### src/rtl/stx_etx_frame_receiver_top_assert.svh
// Assertion helpers used by the receiver back end (stxr_back).
// The including module must provide clk and rst_n.
`ifndef STX_ETX_FRAME_RECEIVER_TOP_ASSERT_SVH
`define STX_ETX_FRAME_RECEIVER_TOP_ASSERT_SVH

// Same-cycle implication.
`define STXR_ASSERT_NOW(lbl, ante, cons, msg) \
  lbl: assert property (@(posedge clk) disable iff (!rst_n) (ante) |-> (cons)) else $error(msg);

// Implication checked in the following cycle.
`define STXR_ASSERT_NEXT(lbl, ante, cons, msg) \
  lbl: assert property (@(posedge clk) disable iff (!rst_n) (ante) |=> (cons)) else $error(msg);

`endif

### src/rtl/stxr_pkg.sv
package stxr_pkg;

  // Result status codes.
  localparam logic [2:0] STAT_STORED     = 3'd0;
  localparam logic [2:0] STAT_COMPLETE   = 3'd1;
  localparam logic [2:0] STAT_BAD_IDLE   = 3'd2;
  localparam logic [2:0] STAT_START_MID  = 3'd3;
  localparam logic [2:0] STAT_OVERFLOW   = 3'd4;
  localparam logic [2:0] STAT_BYTE_HELD  = 3'd5;
  localparam logic [2:0] STAT_RELEASED   = 3'd6;

  // Input function codes.
  localparam logic FUNC_BYTE    = 1'b0;
  localparam logic FUNC_RELEASE = 1'b1;

  // Configuration register indexes.
  localparam logic [1:0] CFG_START = 2'd0;
  localparam logic [1:0] CFG_END   = 2'd1;
  localparam logic [1:0] CFG_ESC   = 2'd2;

  // Command passed from the front end to the output side.
  typedef struct packed {
    logic       dump;    // emit the whole stored frame
    logic [2:0] status;  // status of a single result
  } stxr_cmd_t;

endpackage

### src/rtl/stxr_ram.sv
module stxr_ram #(
  parameter int WIDTH = 8,
  parameter int DEPTH = 32
) (
  input  logic                     clk,
  input  logic                     we,
  input  logic [$clog2(DEPTH)-1:0] waddr,
  input  logic [WIDTH-1:0]         wdata,
  input  logic                     re,
  input  logic [$clog2(DEPTH)-1:0] raddr,
  output logic [WIDTH-1:0]         rdata
);

  logic [WIDTH-1:0] mem [DEPTH];
  logic [WIDTH-1:0] rdata_r;

  always_ff @(posedge clk) begin
    if (we) begin
      mem[waddr] <= wdata;
    end
    if (re) begin
      rdata_r <= mem[raddr];
    end
  end

  assign rdata = rdata_r;

endmodule

### src/rtl/stxr_queue.sv
module stxr_queue #(
  parameter int WIDTH = 8
) (
  input  logic             clk,
  input  logic             rst_n,
  input  logic             push,
  input  logic [WIDTH-1:0] wdata,
  output logic             full,
  input  logic             pop,
  output logic [WIDTH-1:0] rdata,
  output logic             valid
);

  // Two-entry queue.
  logic [WIDTH-1:0] slot_r [2];
  logic             wr_ptr_r, wr_ptr_nxt;
  logic             rd_ptr_r, rd_ptr_nxt;
  logic [1:0]       cnt_r, cnt_nxt;

  always_comb begin
    wr_ptr_nxt = wr_ptr_r ^ push;
    rd_ptr_nxt = rd_ptr_r ^ pop;
    cnt_nxt    = cnt_r + {1'b0, push} - {1'b0, pop};
  end

  always_ff @(posedge clk) begin
    if (!rst_n) begin
      wr_ptr_r <= 1'b0;
      rd_ptr_r <= 1'b0;
      cnt_r    <= 2'd0;
    end else begin
      wr_ptr_r <= wr_ptr_nxt;
      rd_ptr_r <= rd_ptr_nxt;
      cnt_r    <= cnt_nxt;
    end
  end

  always_ff @(posedge clk) begin
    if (push) begin
      slot_r[wr_ptr_r] <= wdata;
    end
  end

  assign full  = cnt_r[1];
  assign valid = (cnt_r != 2'd0);
  assign rdata = slot_r[rd_ptr_r];

endmodule

### src/rtl/stxr_front.sv
module stxr_front
  import stxr_pkg::*;
#(
  parameter int FRAME_BYTES = 32,
  parameter int AW          = 5,
  parameter int CW          = 6
) (
  input  logic          clk,
  input  logic          rst_n,
  input  logic          cfg_we,
  input  logic [1:0]    cfg_index,
  input  logic [7:0]    cfg_wdata,
  input  logic          in_valid,
  output logic          in_stall,
  input  logic          in_func,
  input  logic [7:0]    in_rx_byte,
  output logic          ram_we,
  output logic [AW-1:0] ram_waddr,
  output logic [7:0]    ram_wdata,
  output logic          q_push,
  output stxr_cmd_t     q_cmd,
  output logic [CW-1:0] q_len,
  input  logic          q_full,
  input  logic          dump_done
);

  localparam logic [1:0] RS_IDLE = 2'd0;
  localparam logic [1:0] RS_RECV = 2'd1;
  localparam logic [1:0] RS_ESC  = 2'd2;
  localparam logic [1:0] RS_HELD = 2'd3;

  logic [7:0]    start_r, start_nxt;
  logic [7:0]    end_r, end_nxt;
  logic [7:0]    esc_r, esc_nxt;
  logic [1:0]    state_r, state_nxt;
  logic [CW-1:0] cnt_r, cnt_nxt;
  logic          hold_r, hold_nxt;
  logic          accept;
  logic          full;

  assign in_stall = q_full || hold_r;
  assign accept   = in_valid && !in_stall;
  assign full     = (cnt_r == CW'(FRAME_BYTES));

  always_comb begin
    start_nxt = start_r;
    end_nxt   = end_r;
    esc_nxt   = esc_r;
    if (cfg_we) begin
      unique case (cfg_index)
        CFG_START: start_nxt = cfg_wdata;
        CFG_END:   end_nxt   = cfg_wdata;
        CFG_ESC:   esc_nxt   = cfg_wdata;
        default:   ;
      endcase
    end
  end

  always_comb begin
    logic       store_req;
    logic       fail;
    logic [2:0] fcode;
    logic [1:0] tgt;
    store_req    = 1'b0;
    fail         = 1'b0;
    fcode        = STAT_STORED;
    tgt          = state_r;
    state_nxt    = state_r;
    cnt_nxt      = cnt_r;
    ram_we       = 1'b0;
    ram_waddr    = cnt_r[AW-1:0];
    ram_wdata    = in_rx_byte;
    q_push       = accept;
    q_cmd.dump   = 1'b0;
    q_cmd.status = STAT_STORED;
    if (accept) begin
      if (in_func == FUNC_RELEASE) begin
        state_nxt    = RS_IDLE;
        q_cmd.status = STAT_RELEASED;
      end else begin
        unique case (state_r)
          RS_IDLE: begin
            if (in_rx_byte != start_r) begin
              fail  = 1'b1;
              fcode = STAT_BAD_IDLE;
            end else begin
              // A new frame always starts at the bottom of the store.
              ram_we    = 1'b1;
              ram_waddr = '0;
              cnt_nxt   = CW'(1);
              state_nxt = RS_RECV;
            end
          end
          RS_RECV: begin
            if (in_rx_byte == end_r) begin
              store_req = 1'b1;
              tgt       = RS_HELD;
            end else if (in_rx_byte == esc_r) begin
              store_req = 1'b1;
              tgt       = RS_ESC;
            end else if (in_rx_byte == start_r) begin
              fail  = 1'b1;
              fcode = STAT_START_MID;
            end else begin
              store_req = 1'b1;
              tgt       = RS_RECV;
            end
          end
          RS_ESC: begin
            store_req = 1'b1;
            tgt       = RS_RECV;
          end
          RS_HELD: begin
            fail  = 1'b1;
            fcode = STAT_BYTE_HELD;
          end
        endcase
        if (store_req) begin
          if (full) begin
            fail  = 1'b1;
            fcode = STAT_OVERFLOW;
          end else begin
            ram_we    = 1'b1;
            cnt_nxt   = cnt_r + CW'(1);
            state_nxt = tgt;
            if (tgt == RS_HELD) begin
              q_cmd.dump   = 1'b1;
              q_cmd.status = STAT_COMPLETE;
            end
          end
        end
        if (fail) begin
          state_nxt    = RS_IDLE;
          cnt_nxt      = '0;
          q_cmd.status = fcode;
        end
      end
    end
    q_len = cnt_nxt;
  end

  // Input is held off from a completed frame until its dump has drained,
  // so the store is never rewritten while it is being read out.
  always_comb begin
    hold_nxt = hold_r;
    if (q_push && q_cmd.dump) begin
      hold_nxt = 1'b1;
    end else if (dump_done) begin
      hold_nxt = 1'b0;
    end
  end

  always_ff @(posedge clk) begin
    if (!rst_n) begin
      start_r <= 8'd2;
      end_r   <= 8'd3;
      esc_r   <= 8'd16;
      state_r <= RS_IDLE;
      cnt_r   <= '0;
      hold_r  <= 1'b0;
    end else begin
      start_r <= start_nxt;
      end_r   <= end_nxt;
      esc_r   <= esc_nxt;
      state_r <= state_nxt;
      cnt_r   <= cnt_nxt;
      hold_r  <= hold_nxt;
    end
  end

endmodule

### src/rtl/stxr_back.sv
`include "stx_etx_frame_receiver_top_assert.svh"
module stxr_back
  import stxr_pkg::*;
#(
  parameter int AW = 5,
  parameter int CW = 6
) (
  input  logic          clk,
  input  logic          rst_n,
  input  logic          q_valid,
  input  stxr_cmd_t     q_cmd,
  input  logic [CW-1:0] q_len,
  output logic          q_pop,
  output logic          ram_re,
  output logic [AW-1:0] ram_raddr,
  input  logic [7:0]    ram_rdata,
  output logic          dump_done,
  output logic          out_valid,
  input  logic          out_stall,
  output logic [2:0]    out_status,
  output logic          out_is_frame_byte,
  output logic [7:0]    out_frame_data,
  output logic [4:0]    out_frame_index,
  output logic [5:0]    out_frame_length,
  output logic          out_last
);

  logic          out_valid_r, out_valid_nxt;
  logic [2:0]    status_r;
  logic          isb_r;
  logic [7:0]    data_r;
  logic [4:0]    index_r;
  logic [5:0]    length_r;
  logic          last_r;

  logic          dump_r, dump_nxt;
  logic [CW-1:0] len_r;
  logic [CW-1:0] rd_idx_r;
  logic          rd_pend_r, rd_pend_nxt;
  logic [CW-1:0] pend_idx_r;

  logic          load_ok;
  logic          take_pend;
  logic          pend_last;
  logic [CW+5:0] qlen_ext;
  logic [CW+5:0] len_ext;
  logic [CW+4:0] pidx_ext;

  assign load_ok   = !out_valid_r || !out_stall;
  assign take_pend = rd_pend_r && load_ok;
  assign pend_last = (pend_idx_r + CW'(1) == len_r);
  assign ram_re    = dump_r && (rd_idx_r != len_r) && (!rd_pend_r || load_ok);
  assign ram_raddr = rd_idx_r[AW-1:0];
  assign q_pop     = q_valid && !dump_r && (q_cmd.dump || load_ok);
  assign dump_done = take_pend && pend_last;

  assign qlen_ext  = {6'd0, q_len};
  assign len_ext   = {6'd0, len_r};
  assign pidx_ext  = {5'd0, pend_idx_r};

  always_comb begin
    dump_nxt    = dump_r;
    rd_pend_nxt = rd_pend_r;
    if (q_pop && q_cmd.dump) begin
      dump_nxt = 1'b1;
    end else if (dump_done) begin
      dump_nxt = 1'b0;
    end
    if (ram_re) begin
      rd_pend_nxt = 1'b1;
    end else if (take_pend) begin
      rd_pend_nxt = 1'b0;
    end
    out_valid_nxt = out_valid_r;
    if (load_ok) begin
      out_valid_nxt = take_pend || (q_pop && !q_cmd.dump);
    end
  end

  always_ff @(posedge clk) begin
    if (!rst_n) begin
      out_valid_r <= 1'b0;
      dump_r      <= 1'b0;
      rd_pend_r   <= 1'b0;
    end else begin
      out_valid_r <= out_valid_nxt;
      dump_r      <= dump_nxt;
      rd_pend_r   <= rd_pend_nxt;
    end
  end

  always_ff @(posedge clk) begin
    if (q_pop && q_cmd.dump) begin
      len_r    <= q_len;
      rd_idx_r <= '0;
    end else if (ram_re) begin
      rd_idx_r <= rd_idx_r + CW'(1);
    end
    if (ram_re) begin
      pend_idx_r <= rd_idx_r;
    end
    if (take_pend) begin
      status_r <= STAT_COMPLETE;
      isb_r    <= 1'b1;
      data_r   <= ram_rdata;
      index_r  <= pidx_ext[4:0];
      length_r <= len_ext[5:0];
      last_r   <= pend_last;
    end else if (q_pop && !q_cmd.dump) begin
      status_r <= q_cmd.status;
      isb_r    <= 1'b0;
      data_r   <= 8'd0;
      index_r  <= 5'd0;
      length_r <= qlen_ext[5:0];
      last_r   <= 1'b1;
    end
  end

  assign out_valid         = out_valid_r;
  assign out_status        = status_r;
  assign out_is_frame_byte = isb_r;
  assign out_frame_data    = data_r;
  assign out_frame_index   = index_r;
  assign out_frame_length  = length_r;
  assign out_last          = last_r;

  `STXR_ASSERT_NOW(a_pend_in_dump, rd_pend_r, dump_r, "read pending outside a dump")
  `STXR_ASSERT_NOW(a_rd_in_bounds, dump_r, rd_idx_r <= len_r, "dump read past frame length")
  `STXR_ASSERT_NOW(a_no_pop_in_dump, dump_r, !q_pop, "queue popped during a dump")
  `STXR_ASSERT_NEXT(a_done_ends_dump, dump_done, !dump_r && !rd_pend_r, "dump did not end")

endmodule

### src/rtl/stx_etx_frame_receiver_top.sv
// Channel  | Handshake          | Payload
// ---------+--------------------+--------------------------------------------------
// in       | in_valid/in_stall  | in_func, in_rx_byte
// out      | out_valid/out_stall| out_status, out_is_frame_byte, out_frame_data,
//          |                    | out_frame_index, out_frame_length, out_last
// cfg      | cfg_we             | cfg_index, cfg_wdata
//
// An input transfer is taken whenever the two-entry command queue has room and no dump
// holds the input. An item that does not end a frame gives a single result, loaded as it
// leaves the queue. A completed frame of N bytes is read from the frame store at one byte
// per cycle while out_stall is low; the input stalls until the last byte is loaded.
// Reset (rst_n, synchronous) restores the delimiter registers and returns to idle; the
// frame store needs no clearing pass, so items are taken right after reset.
module stx_etx_frame_receiver_top
  import stxr_pkg::*;
#(
  parameter int FRAME_BYTES = 32
) (
  input  logic       clk,
  input  logic       rst_n,
  input  logic       cfg_we,
  input  logic [1:0] cfg_index,
  input  logic [7:0] cfg_wdata,
  input  logic       in_valid,
  output logic       in_stall,
  input  logic       in_func,
  input  logic [7:0] in_rx_byte,
  output logic       out_valid,
  input  logic       out_stall,
  output logic [2:0] out_status,
  output logic       out_is_frame_byte,
  output logic [7:0] out_frame_data,
  output logic [4:0] out_frame_index,
  output logic [5:0] out_frame_length,
  output logic       out_last
);

  // Address width of the store, and count width that can also hold a full store.
  localparam int AW = $clog2(FRAME_BYTES);
  localparam int CW = $clog2(FRAME_BYTES + 1);
  localparam int QW = $bits(stxr_cmd_t) + CW;

  logic          ram_we;
  logic [AW-1:0] ram_waddr;
  logic [7:0]    ram_wdata;
  logic          ram_re;
  logic [AW-1:0] ram_raddr;
  logic [7:0]    ram_rdata;

  logic          q_push;
  stxr_cmd_t     q_wcmd;
  logic [CW-1:0] q_wlen;
  logic          q_full;
  logic          q_pop;
  logic          q_valid;
  logic [QW-1:0] q_rdata;
  stxr_cmd_t     q_rcmd;
  logic [CW-1:0] q_rlen;
  logic          dump_done;

  // The front end classifies each byte, tracks the receiver state and writes the store.
  stxr_front #(
    .FRAME_BYTES(FRAME_BYTES),
    .AW         (AW),
    .CW         (CW)
  ) u_front (
    .clk       (clk),
    .rst_n     (rst_n),
    .cfg_we    (cfg_we),
    .cfg_index (cfg_index),
    .cfg_wdata (cfg_wdata),
    .in_valid  (in_valid),
    .in_stall  (in_stall),
    .in_func   (in_func),
    .in_rx_byte(in_rx_byte),
    .ram_we    (ram_we),
    .ram_waddr (ram_waddr),
    .ram_wdata (ram_wdata),
    .q_push    (q_push),
    .q_cmd     (q_wcmd),
    .q_len     (q_wlen),
    .q_full    (q_full),
    .dump_done (dump_done)
  );

  // Commands carry a status or a dump request plus the stored count after the item.
  stxr_queue #(
    .WIDTH(QW)
  ) u_queue (
    .clk  (clk),
    .rst_n(rst_n),
    .push (q_push),
    .wdata({q_wcmd, q_wlen}),
    .full (q_full),
    .pop  (q_pop),
    .rdata(q_rdata),
    .valid(q_valid)
  );

  assign q_rcmd = q_rdata[QW-1:CW];
  assign q_rlen = q_rdata[CW-1:0];

  // Frame store: one write port for the front end, one read port for the dump.
  stxr_ram #(
    .WIDTH(8),
    .DEPTH(FRAME_BYTES)
  ) u_store (
    .clk  (clk),
    .we   (ram_we),
    .waddr(ram_waddr),
    .wdata(ram_wdata),
    .re   (ram_re),
    .raddr(ram_raddr),
    .rdata(ram_rdata)
  );

  // The back end turns commands into results and drives the output register.
  stxr_back #(
    .AW(AW),
    .CW(CW)
  ) u_back (
    .clk              (clk),
    .rst_n            (rst_n),
    .q_valid          (q_valid),
    .q_cmd            (q_rcmd),
    .q_len            (q_rlen),
    .q_pop            (q_pop),
    .ram_re           (ram_re),
    .ram_raddr        (ram_raddr),
    .ram_rdata        (ram_rdata),
    .dump_done        (dump_done),
    .out_valid        (out_valid),
    .out_stall        (out_stall),
    .out_status       (out_status),
    .out_is_frame_byte(out_is_frame_byte),
    .out_frame_data   (out_frame_data),
    .out_frame_index  (out_frame_index),
    .out_frame_length (out_frame_length),
    .out_last         (out_last)
  );

endmodule
### config.mk
export PLATFORM = sky130hd
export DESIGN_NAME = stx_etx_frame_receiver_top
export DESIGN_NICKNAME = d
export VERILOG_FILES = /design/src/rtl/stxr_pkg.sv /design/src/rtl/stxr_ram.sv /design/src/rtl/stxr_queue.sv /design/src/rtl/stxr_front.sv /design/src/rtl/stxr_back.sv /design/src/rtl/stx_etx_frame_receiver_top.sv
export VERILOG_INCLUDE_DIRS = /design/src /design/src/rtl
export SDC_FILE = /design/constraint.sdc
export NUM_CORES = 1
export LEC_CHECK = 0
export BUFFER_PORTS_ARGS = -buffer_cell sky130_fd_sc_hd__buf_2
export CAP_MARGIN = 10
export CORE_MARGIN = 3
export CORE_UTILIZATION = 60
export DETAILED_ROUTE_END_ITERATION = 6
export PLACE_DENSITY = 0.89
export SLEW_MARGIN = 20
export SYNTH_ARGS = -nofsm -noshare
export SYNTH_HDL_FRONTEND = slang
export SYNTH_SLANG_ARGS = --single-unit
### constraint.sdc
create_clock -name clk -period 8.8 [get_ports clk]
set_clock_uncertainty 0.2 [all_clocks]
set_input_delay 0.44 -clock clk [delete_from_list [all_inputs] [get_ports clk]]
set_output_delay 0.44 -clock clk [all_outputs]
set_load 0.005 [all_outputs]
==> Yosys cells after proc, flatten, opt, wreduce, memory -nomap -nowiden <==
Memory sizes are Yosys's and may differ from the RTL's. A register that Yosys moved wholly into a read port is not among the register bits.
Cells that the tools add are included.
{ "totals": {"regBits": 82, "ram_bits": 276, "out_inout_bits": 26, "elab_cells": 150, "n_memories": 2} }
{ "mem_list": {"columns": ["name", "words", "word_bits", "read_ports", "rd_ports_with_merged_regs", "wr", "line_no", "source"], "rows": [
  ["u_store.mem", 32, 8, 1, 1, 1, "stxr_ram.sv:14", "logic [WIDTH-1:0] mem [DEPTH];"],
  ["u_queue.slot_r", 2, 10, 1, 1, 1, "stxr_queue.sv:15", "logic [WIDTH-1:0] slot_r [2];"]
]} }
{ "classes": {"addsub": 5, "n_eq_ne": 13, "n_mux": 76, "bitwise": 2, "n_reduce_logical": 31} }
{ "op_table": {"columns": ["op", "n"], "rows": [
  ["6-bit 2-to-1 mux", 9],
  ["1-bit 2-to-1 mux", 32],
  ["5-bit 2-to-1 mux", 6],
  ["2-bit 2-to-1 mux", 13],
  ["8-bit equality test", 3],
  ["6-bit by 1-bit adder with 6-bit output, second input constant", 3],
  ["3-bit 2-to-1 mux", 6],
  ["4-bit 2-to-1 mux", 4],
  ["8-bit 2-to-1 mux", 2],
  ["1-bit logical AND", 10],
  ["2-bit nonzero test", 5],
  ["3-bit one-hot mux with 3 select lines", 1],
  ["2-bit equality test, second input constant", 4],
  ["8-bit inequality test", 1],
  ["6-bit equality test", 1],
  ["6-bit equality test, second input constant", 1],
  ["1-bit zero test", 6],
  ["6-bit inequality test", 1],
  ["2-bit AND reduction", 3],
  ["1-bit logical OR", 5],
  ["2-bit by 1-bit equality test with 1-bit output, second input constant", 2],
  ["2-bit zero test", 2],
  ["2-bit one-hot mux with 2 select lines", 1],
  ["1-bit one-hot mux with 3 select lines", 1],
  ["4 further kinds", 5]
]} }

==> Longest topological paths before layout <==
Gate-level depths: netlist of the first run.
{ "depth": {"depth_word": 16, "mapped_depth": 10} }

==> Hierarchy <==
Synthesis of the first run repeated with hierarchy kept, for this count alone.
{ "unflattened": {"cells_unflattened": 894, "hier_area_um2": 15307.2} }
{ "modules_own_cells": {"columns": ["mod", "n_inst", "cells_each", "area_each_um2"], "rows": [
  ["stxr_ram", 1, 417, 10133.5],
  ["stxr_front", 1, 261, 2240.9],
  ["stxr_back", 1, 165, 1979.4],
  ["stxr_queue", 1, 51, 953.4]
]} }

==> Least setup slack after synthesis of the first run <==
No wires, ideal clock.
{ "synth_path": {"path_type": "reg-to-reg", "start": "register u_front.state_r[1]", "end": "memory u_store.mem[1][0] (enable)", "setup_time_ps": 395, "t_arrival_ps": 2312, "slack_ps": 5894, "path_stages_with_launch": 7, "synth_period_minus_slack_ps": 2906, "path_cell_list": "dfxtp_1 inv_1 ha_1 o21ai_0 a41oi_4 nand4_4 nor4_1"} }
{ "synth_between": {"elab_chain_len": 9} }
{ "synth_rtl": {"columns": ["element", "line_no", "source"], "rows": [
  ["from (decl)", "stxr_front.sv:35", "logic [1:0] state_r, state_nxt;"],
  ["from (signal assigned)", "stxr_front.sv:165", "state_r <= state_nxt;"],
  ["2-bit equality test / 2-bit by 1-bit equality test with 1-bit output (equally long branches)", "stxr_front.sv:81", "unique case (state_r)"],
  ["1-bit one-hot mux with 2 select lines", "stxr_front.sv:81", null],
  ["1-bit 2-to-1 mux", "stxr_front.sv:77", "if (in_func == FUNC_RELEASE) begin"],
  ["1-bit 2-to-1 mux", "stxr_front.sv:76", "if (accept) begin"],
  ["1-bit 2-to-1 mux", "stxr_front.sv:118", "if (store_req) begin"],
  ["1-bit 2-to-1 mux", "stxr_front.sv:77", null],
  ["1-bit 2-to-1 mux", "stxr_front.sv:76", null],
  ["1-bit 2-to-1 mux", "stxr_ram.sv:18", "if (we) begin"],
  ["1-bit 2-to-1 mux (not written as such)", "stxr_ram.sv:19", "mem[waddr] <= wdata;"],
  ["to (decl)", "stxr_ram.sv:14", null]
]} }
Several ways; a longest one is shown, not always the timed one. The select of a mux whose other input is x is not followed.

==> Worst setup path after layout of the first run <==
{ "layout_path": {"start": "input port in_rx_byte[7]", "end": "memory u_store.mem[23][7] (enable)"} }
{ "layout_between": {"elab_chain_len": 12} }
{ "layout_rtl": {"columns": ["element", "line_no", "source"], "rows": [
  ["from (decl)", "stx_etx_frame_receiver_top.sv:27", "input logic [7:0] in_rx_byte,"],
  ["8-bit equality test", "stxr_front.sv:101", "end else if (in_rx_byte == start_r) begin"],
  ["1-bit 2-to-1 mux", "stxr_front.sv:101", null],
  ["1-bit 2-to-1 mux", "stxr_front.sv:98", "end else if (in_rx_byte == esc_r) begin"],
  ["1-bit 2-to-1 mux", "stxr_front.sv:95", "if (in_rx_byte == end_r) begin"],
  ["1-bit one-hot mux with 2 select lines", "stxr_front.sv:81", null],
  ["1-bit 2-to-1 mux", "stxr_front.sv:77", null],
  ["1-bit 2-to-1 mux", "stxr_front.sv:76", null],
  ["1-bit 2-to-1 mux", "stxr_front.sv:118", null],
  ["1-bit 2-to-1 mux", "stxr_front.sv:77", null],
  ["1-bit 2-to-1 mux", "stxr_front.sv:76", null],
  ["1-bit 2-to-1 mux", "stxr_ram.sv:18", null],
  ["1-bit 2-to-1 mux (not written as such)", "stxr_ram.sv:19", null]
]} }
Several ways; a longest one is shown, not always the timed one. The select of a mux whose other input is x is not followed.

==> reports/results.env, run 1 <==
TIMING.CRITICAL_PATH.FANOUT_MAX=35
CRITICAL_PATH_ARRIVAL_PS=3480
SYNTH_EDF_COUNT=316
POWER.DENSITY_CELL_AREA_nW_PER_UM2=269
AREA_DELTA_SYNTH_FINAL_PCT=12.1
CTS_REPAIR_RESIZE_COUNT=0
ANT_NETS=0
FIN_TNS_SETUP_PS=0
POST_CTS.REPAIR.SETUP_BUFFERS=0
SYNTH_ADDER_AREA_SHARE=0.0108
DRTPASS1ITERATIONS=5
MAX-CLOCK-PATH-BUFFERS=3
FINAL-HOLD-VIOLATION-COUNT=0
CRIT_REQUIRED_PS=8730
DETAIL_ROUTE.WIRELENGTH_MM=33.9
FINAL_NET_COUNT=957
PRE_CTS_WORST_SETUP_SLACK_PS=4930
PLACE_AREA_UM2=15600
DESIGN.PORTCOUNT=50
WORSTREGTOREGCELLS=7
SYN_INST=854
YS_TYPES=66
SETUP_VIOLATIONS=0
FINAL_CRITICAL_PATH_SETUP_SLACK_PS=5250
P_LEAK_nW=5.67
NETLIST.AREA_LEADER.SHARE=0.630
COMBINATIONAL_FAMILY_WITH_THE_MOST_AREA_AFTER_SYNTHESIS='multiplexers'
MAXSLEWHEADROOM=0.397
FILLERINSTANCES=1432
TOP_LAYER='met5'
IO_PORT_BUFS=49
PERIOD_SHARE=0.404
SYNTH_TOP_AREA_CELL='sky130_fd_sc_hd__edfxtp_1'
SEQ_AREA_FRAC_SYNTH=0.697
WHS_PATH_DEPTH=3
RUN_STATUS='finished clean'
FINAL_CELL_MIX='sky130_fd_sc_hd__edfxtp_1 (316), sky130_fd_sc_hd__mux4_2 (80), sky130_fd_sc_hd__nor2_1 (71), sky130_fd_sc_hd__buf_2 (49), sky130_fd_sc_hd__dfxtp_1 (48)'
GLOBALPLACE.CONGESTION=0.912
ROUTE.VIAS.TOTAL=8361
INITIAL_UTILIZATION=0.614
FP.DIEAREA_UM2=27100
GRT_OVERFLOW=0
ROUTE.MET2.WL_MM=17.1
SYNTHXORXNORAREAFRAC=0.0273
TRITONCTS='yes'
POSTSYNTHAREAPERCELL_UM2=17.6
CRITICAL_PATH_CLASS='in2reg'
GRT_FIRST_PASS_WIRELENGTH_MM=51.9
FINAL_CELL_AREA_UM2=16900
SYNTH_WARNINGS=0
CTS-HTREE-LEVELS=2
ALL_LAYER_GR_USAGE=0.260
CTS.SINK_COUNT=367
WORSTMARGINPINSLEW_PS=901
PLACEMENTROWS=57
ASYNC_FLOP_SHARE=0
DESIGN.CORE.AREA_UM2=24500
CLK_ROOT_BUFFER_CELL='sky130_fd_sc_hd__clkbuf_16'
YS.FLOP_TYPE='sky130_fd_sc_hd__edfxtp_1'
FINAL_LAYOUT_SIZE_SUFFIX_GT1_FRAC=0.259
DIE_X_UM=164
GRT_START_MAX_NET_PINS=59
VIA_PER_INSTANCE_RATIO=6.60
MAXCAPVIOLATIONS=0
RRSETUPSLACK_PS=5280
SYNTH_COMPOUND_AREA_FRAC=0.0301
TIMING.CRITICAL_PATH.FROM='in_rx_byte[7]'
TIMING.CRITICAL_PATH.FROM_TYPE='input pin'
MET3_LENGTH_MM=2.91
NUMBER_OF_REGISTER_BITS_INFERRED_BY_SYNTHESIS=367
REGTOREGSTARTPOINT='u_queue.cnt_r[1]'
SYNTHMUXAREASHARE=0.154
FINALWORSTPATHREQUIREDPERIOD_PS=3550
YS_TOP_CELLS_BY_AREA='sky130_fd_sc_hd__edfxtp_1 (63%), sky130_fd_sc_hd__mux4_2 (12%), sky130_fd_sc_hd__dfxtp_1 (6.8%), sky130_fd_sc_hd__mux2i_1 (1.9%), sky130_fd_sc_hd__nor2_1 (1.8%)'
HOLD_PATH_CLASS='in2reg'
PLACE_HPWL_MM=20.0
WORST_SETUP_HOLD_PATH_CLK_SLEW_PS=70
VIA_COUNT_OF_THE_FIRST_GLOBAL_ROUTING_PASS=8298
SYNTH_AREA_UM2=15100
REMAINING_DRC_ERRORS=0
SYNTH_SIMPLE_GATE_AREA_FRAC=0.0651
DIE-HEIGHT_UM=164
MAXSLEWVIOLCOUNT=0
AVGROUTEDWIREPERCELL_UM=26.8
WORSTSETUPENDPOINT='u_store.mem[23][7]'
INITIAL_ANTENNA_VIOLATION_COUNT=1
CLK-INSERTION-DELAY-LATE_PS=520
SYNTH_FP_NETS=891
CRIT_PATH_END_KIND='flop'
INSERTEDDIODECOUNT=0
CTS_INSERTED_BUFFERS=34
LAYOUT.CELLS.MOST_COMMON='sky130_fd_sc_hd__edfxtp_1'
WORSTREG2REGEND='u_store.mem[23][7]'
ROUTEDLENGTHMET1_MM=12.6
VDD_IR_DROP_MAX_mV=0.160
UNREPAIRED_SETUP_ENDPOINTS_AFTER_GLOBAL_ROUTING='false'
DRT_FIRST_ITER_VIOLATIONS=991
CLOCK.FMAX_GHz=0.281
-- where the power goes --
part / switching [mW] / leakage, nW / internal (mW)
registers: 0.0939 / 3.29 / 2.03
logic: 0.453 / 1.81 / 0.442
clock network: 0.624 / 0.576 / 0.909
-- Yosys cell counts (2+ instances only) --
master	count
sky130_fd_sc_hd__and2_1	4
sky130_fd_sc_hd__o211ai_1	4
sky130_fd_sc_hd__buf_2	2
sky130_fd_sc_hd__a41oi_1	2
sky130_fd_sc_hd__and3_1	21
sky130_fd_sc_hd__nor4_2	2
sky130_fd_sc_hd__a311oi_1	2
sky130_fd_sc_hd__clkbuf_1	22
sky130_fd_sc_hd__xnor2_1	21
sky130_fd_sc_hd__mux2i_1	29
sky130_fd_sc_hd__xor2_1	26
sky130_fd_sc_hd__nand2_1	33
sky130_fd_sc_hd__a31oi_1	2
sky130_fd_sc_hd__nor2_1	71
sky130_fd_sc_hd__buf_1	9
sky130_fd_sc_hd__buf_4	4
sky130_fd_sc_hd__o22ai_1	5
sky130_fd_sc_hd__nand4_1	6
sky130_fd_sc_hd__nor3_1	8
sky130_fd_sc_hd__and2_4	2
sky130_fd_sc_hd__o21ai_0	3
sky130_fd_sc_hd__edfxtp_1	316
sky130_fd_sc_hd__nand3_1	15
sky130_fd_sc_hd__ha_1	13
sky130_fd_sc_hd__nor4_4	2
sky130_fd_sc_hd__inv_1	17
sky130_fd_sc_hd__a21oi_1	12
sky130_fd_sc_hd__mux4_2	80
sky130_fd_sc_hd__o31ai_1	2
sky130_fd_sc_hd__nand3b_1	3
sky130_fd_sc_hd__nor4_1	6
sky130_fd_sc_hd__or2_2	2
sky130_fd_sc_hd__o32ai_2	2
sky130_fd_sc_hd__mux2_2	20
sky130_fd_sc_hd__nor2_2	5
sky130_fd_sc_hd__dfxtp_1	51
-- cells by family after synthesis --
family,Yosys count
multiplexers,129
adder cells (fa/ha/maj),13
buffers and inverters,56
XOR/XNOR,47
AND/OR/NAND/NOR,189
AO/OA/AOI/OAI,53
flip-flops,367
-- sequential cells by signal, indices dropped and copies added (netlist names), 8 cells and up, named ones only --
name	flops
u_front.end_r	8
u_store.mem	256
u_front.start_r	8
u_front.esc_r	8
u_queue.slot_r	20
u_store.rdata	8
u_back.out_frame_data	8
-- worst max-delay path, stage by stage --
cell and delay [ps]:
sky130_fd_sc_hd__buf_2 560, sky130_fd_sc_hd__xor2_1 190, sky130_fd_sc_hd__nor4_2 430, sky130_fd_sc_hd__and2_1 300, sky130_fd_sc_hd__o41ai_4 160, sky130_fd_sc_hd__nor2_1 420
sky130_fd_sc_hd__nand3_1 240, sky130_fd_sc_hd__nor2_1 720
-- area by class of cell --
class	count	area, um^2	area share
clock buffers	43	978	0.0579
clock inverters	15	190	0.0113
inverters	18	67.6	0.00400
multi-input cells	431	4330	0.256
flip-flops and latches	367	10500	0.623
well taps	324	405	0.0240
repair buffers	68	405	0.0240
-- what timing repair did --
action	CTS	global route
hold endpoints to repair	13	0
endpoints found under the setup margin	0	0
hold buffers	7	0
-- through the flow --
stage                     power (mW)  utilization  std cells  hold slack, ps
after detailed placement        3.03        0.638       1201             235
final                           4.55        0.688       1266            2.87
after CTS                       4.57        0.688       1266            3.42
after floorplan                 2.76            -        854             235
after global routing            4.71        0.688       1266            39.4
after global placement          3.00        0.638       1201             230
-- layer usage --
metal	global-route usage	vias to the layer above
met2	0.432	564
met3	0.0472	111
met4	0.0911	2
met5	0	-
met1	0.353	4191
li1	-	3493
-- worst min path at each step --
stage                                         from                  endpoint  slack, ps
after floorplan                 u_back.rd_idx_r[0]      u_back.pend_idx_r[0]        230
after global placement    u_back.out_is_frame_byte  u_back.out_is_frame_byte        230
after detailed placement  u_back.out_is_frame_byte  u_back.out_is_frame_byte        230
after CTS                             cfg_wdata[2]          u_front.end_r[2]          3
after global routing                  cfg_wdata[2]          u_front.end_r[2]         40
final                                 cfg_wdata[2]          u_front.end_r[2]          3
No activity file was read; power rests on OpenSTA's default activity.
==> inputs of run 2 (changes only) <==
CORE_UTILIZATION = 56   (was 60)
PLACE_DENSITY = 0.88   (was 0.89)
clock period = 2.9 ns   (was 8.8 ns; I/O delays follow)
==> run 2 against run 1 <==
The run now ends with negative setup slack left. Core utilization down 1.5 points. Die area up 6.9%. Combinational power rose to 3.4 times the previous value. Final area up 4.8%. Largest power group unchanged. Highest routed layer unchanged.
==> reports/results.env, run 2 (synthesized netlist as in run 1, its figures left out) <==
RUN_STATUS='finished, violations left'  # was finished clean
VIOLATIONS_IN_THE_FINAL_REPORTS='negative setup slack'
ROUTE.VIAS.TOTAL=8720  # was 8361
TRITONCTS='yes'  # unchanged
MAX-CLOCK-PATH-BUFFERS=3  # unchanged
CLOCK.FMAX_GHz=0.341
TIMING.CRITICAL_PATH.FANOUT_MAX=8  # was 35
CRITICAL_PATH_CLASS='reg2reg'  # was in2reg
INITIAL_ANTENNA_VIOLATION_COUNT=1  # unchanged
CTS_INSERTED_BUFFERS=36  # was 34
CTS.SINK_COUNT=367  # unchanged
REMAINING_DRC_ERRORS=0  # unchanged
CRIT_PATH_END_KIND='flop'  # unchanged
WORSTPATHCELLLIST='xnor2_1, nand4_1, or2_1, a41oi_4, nand4_4, buf_4, or3_4, nor2_2, buf_6'  # was buf_2, xor2_1, nor4_2, and2_1, o41ai_4, nor2_1, nand3_1, nor2_1
PLACE_HPWL_MM=21.2  # was 20.0 mm
GRT_FIRST_PASS_WIRELENGTH_MM=54.5  # was 51.9 mm
FINALWORSTPATHREQUIREDPERIOD_PS=2940
GRTUSAGEMET3=0.0497  # was 0.0472
INITIAL_UTILIZATION=0.573  # was 0.614
VDD_IR_DROP_MAX_mV=0.410  # was 0.160 mV
GLOBALROUTEMET2UTIL=0.414  # was 0.432
CRITICAL_PATH_ARRIVAL_PS=2950  # was 3480 ps
FINAL_CRITICAL_PATH_SETUP_SLACK_PS=-36.5  # was 5250 ps
TOP_REGISTER='u_store.mem'  # unchanged
MAXCAPVIOLATIONS=0  # unchanged
POWER_mW=14.1  # was 4.55 mW
FILLERINSTANCES=1513  # was 1432
PERIOD_SHARE=1.01
GROUTE.LAYER.MET1.USAGE=0.336  # was 0.353
FINAL-HOLD-VIOLATION-COUNT=0  # unchanged
MAXSLEWHEADROOM=0.393  # was 0.397
VIA_PER_INSTANCE_RATIO=6.48  # was 6.60
CRIT_REQUIRED_PS=2910  # was 8730 ps
CTS-HTREE-LEVELS=2  # unchanged
INSERTEDDIODECOUNT=0  # unchanged
CLK-INSERTION-DELAY-LATE_PS=520  # about the same
TIMING.CRITICAL_PATH.SLOWEST_STAGE_CELL='sky130_fd_sc_hd__or3_4'  # was sky130_fd_sc_hd__nor2_1
P_LEAK_nW=6.03  # was 5.67 nW
AVGROUTEDWIREPERCELL_UM=26.5  # was 26.8 um
DRTPASS1ITERATIONS=7  # was 5
GRT_OVERFLOW=0  # unchanged
SETUP_VIOLATIONS=28  # was 0
LAYOUT.CELLS.MOST_COMMON='sky130_fd_sc_hd__edfxtp_1'  # unchanged
ANT_NETS=0  # unchanged
FINAL_UTIL=0.673  # was 0.688
GLOBALPLACE.CONGESTION=0.926  # was 0.912
CRITPATHBUFINV=2  # was 1
GRT.BUSIEST_LAYER='met2'  # unchanged
FINAL_NET_COUNT=1022  # was 957
POWER.DENSITY_CELL_AREA_nW_PER_UM2=799  # was 269 nW/um^2
HOLD_PATH_CLASS='in2reg'  # unchanged
UNREPAIRED_SETUP_ENDPOINTS_AFTER_GLOBAL_ROUTING='true'  # was false
PLACEMENTROWS=59  # was 57
DESIGN.PORTCOUNT=50  # unchanged
VIA_COUNT_OF_THE_FIRST_GLOBAL_ROUTING_PASS=8735  # was 8298
FINAL_LAYOUT_SIZE_SUFFIX_GT1_FRAC=0.319  # was 0.259
DESIGN.CORE.AREA_UM2=26300  # was 24500 um^2
GRT_START_MAX_NET_PINS=39  # was 59
WORST_SETUP_HOLD_PATH_CLK_SLEW_PS=70  # about the same
BIGGESTREGSBYFLOPS='u_store.mem x256, u_queue.slot_r x20'  # unchanged
KIND_OF_CELL_WITH_THE_HIGHEST_COMBINED_DELAY_ON_THE_CRITICAL_PATH='simple AND/OR/NAND/NOR gates'  # unchanged
IO_PORT_BUFS=49  # unchanged
AREA_DELTA_SYNTH_FINAL_PCT=17.4  # was 12.1%
DIE_X_UM=170  # was 164 um
CLK_ROOT_BUFFER_CELL='sky130_fd_sc_hd__clkbuf_16'  # unchanged
ALL_LAYER_GR_USAGE=0.251  # was 0.260
DRT_FIRST_ITER_VIOLATIONS=1160  # was 991
WORST_PATH_LARGEST_CELL_DELAY_PS=390  # was 720 ps
TIMING.CRITICAL_PATH.FROM_TYPE='flop'  # was input pin
DETAIL_ROUTE.WIRELENGTH_MM=35.6  # was 33.9 mm
WORSTMARGINPINSLEW_PS=907  # was 901 ps
DIE-HEIGHT_UM=170  # was 164 um
FINAL_CELL_MIX='sky130_fd_sc_hd__edfxtp_1 (316), sky130_fd_sc_hd__mux4_2 (80), sky130_fd_sc_hd__buf_4 (54), sky130_fd_sc_hd__nor2_1 (50)'  # was sky130_fd_sc_hd__edfxtp_1 (316), sky130_fd_sc_hd__mux4_2 (80), sky130_fd_sc_hd__nor2_1 (71), sky130_fd_sc_hd__buf_2 (49), sky130_fd_sc_hd__dfxtp_1 (48)
FP.DIEAREA_UM2=28900  # was 27100 um^2
LARGEST_REGISTER_FFS=256  # unchanged
MAXSLEWVIOLCOUNT=0  # unchanged
run 2: changes by cell type in the layout (fill, tap and decap cells not counted), sizes merged:
| cell | before | now |
|---|---|---|
| buf | 61 | 114 |
| clkbuf | 43 | 44 |
| clkinv | 7 | 14 |
| dlygate4sd3 | 7 | 17 |
| inv | 21 | 19 |
run 2: metrics by stage:
stage | hold slack [ps] | instance area (um^2) | TNS (ps) | std cells | setup slack, ps
6_report | 47.2 | 17700 | -356 | 1346 | -36.5
5_1_grt | 52.6 | 17700 | -3710 | 1346 | -82.2
4_1_cts | 37.7 | 17600 | 0 | 1345 | 5.12
3_5_place_dp | 203 | 16100 | -16790 | 1264 | -197
3_3_place_gp | 199 | 16100 | -2790 | 1264 | -75.3
2_1_floorplan | 43.9 | 15100 | -253 | 854 | -6.34
run 2: area by class of cell:
type	count	area [um^2]	share of cell area
clock buffers	44	1000	0.0567
clock inverters	20	204	0.0115
inverters	18	67.6	0.00382
multi-input cells	431	4470	0.253
flip-flops and latches	367	10500	0.594
well taps	335	419	0.0237
repair buffers	131	1010	0.0573
run 2: metal layers:
layer  vias to the layer above  routed length (um)
met4                         2                1600
met2                       602               17700
met3                       127                3240
met5                         -                  13
met1                      4366               13100
li1                       3623                   -
run 2: worst paths after layout:
check / slack [ps] / startpoint / to / cells past startpoint
worst min register to register: 240 / u_back.out_is_frame_byte / u_back.out_is_frame_byte / 2
worst max-delay path: -40 / u_front.end_r[7] / u_store.mem[9][5] / 9
worst min-delay path: 50 / in_rx_byte[0] / u_store.mem[2][0] / 2
worst max register to register: -40 / u_front.end_r[7] / u_store.mem[9][5] / 9
run 2: where the power goes:
| part | switching, mW | internal, mW |
|---|---|---|
| sequential | 0.201 | 6.14 |
| combinational | 1.51 | 1.50 |
| clock | 1.96 | 2.82 |
run 2: what timing repair did:
item,in CTS,in global routing
pin swaps,1,3
buffers inserted,0,1
setup endpoints to repair,160,166
resized for setup,26,16
endpoints found under the hold margin,38,0
hold buffers,17,0
run 2: worst reg2reg max path: stages (launching register included):
cell and delay, ps:
sky130_fd_sc_hd__dfxtp_1 330, sky130_fd_sc_hd__xnor2_1 250, sky130_fd_sc_hd__nand4_1 220, sky130_fd_sc_hd__or2_1 350
sky130_fd_sc_hd__a41oi_4 270, sky130_fd_sc_hd__nand4_4 130, sky130_fd_sc_hd__buf_4 180, sky130_fd_sc_hd__or3_4 390
sky130_fd_sc_hd__nor2_2 140, sky130_fd_sc_hd__buf_6 180
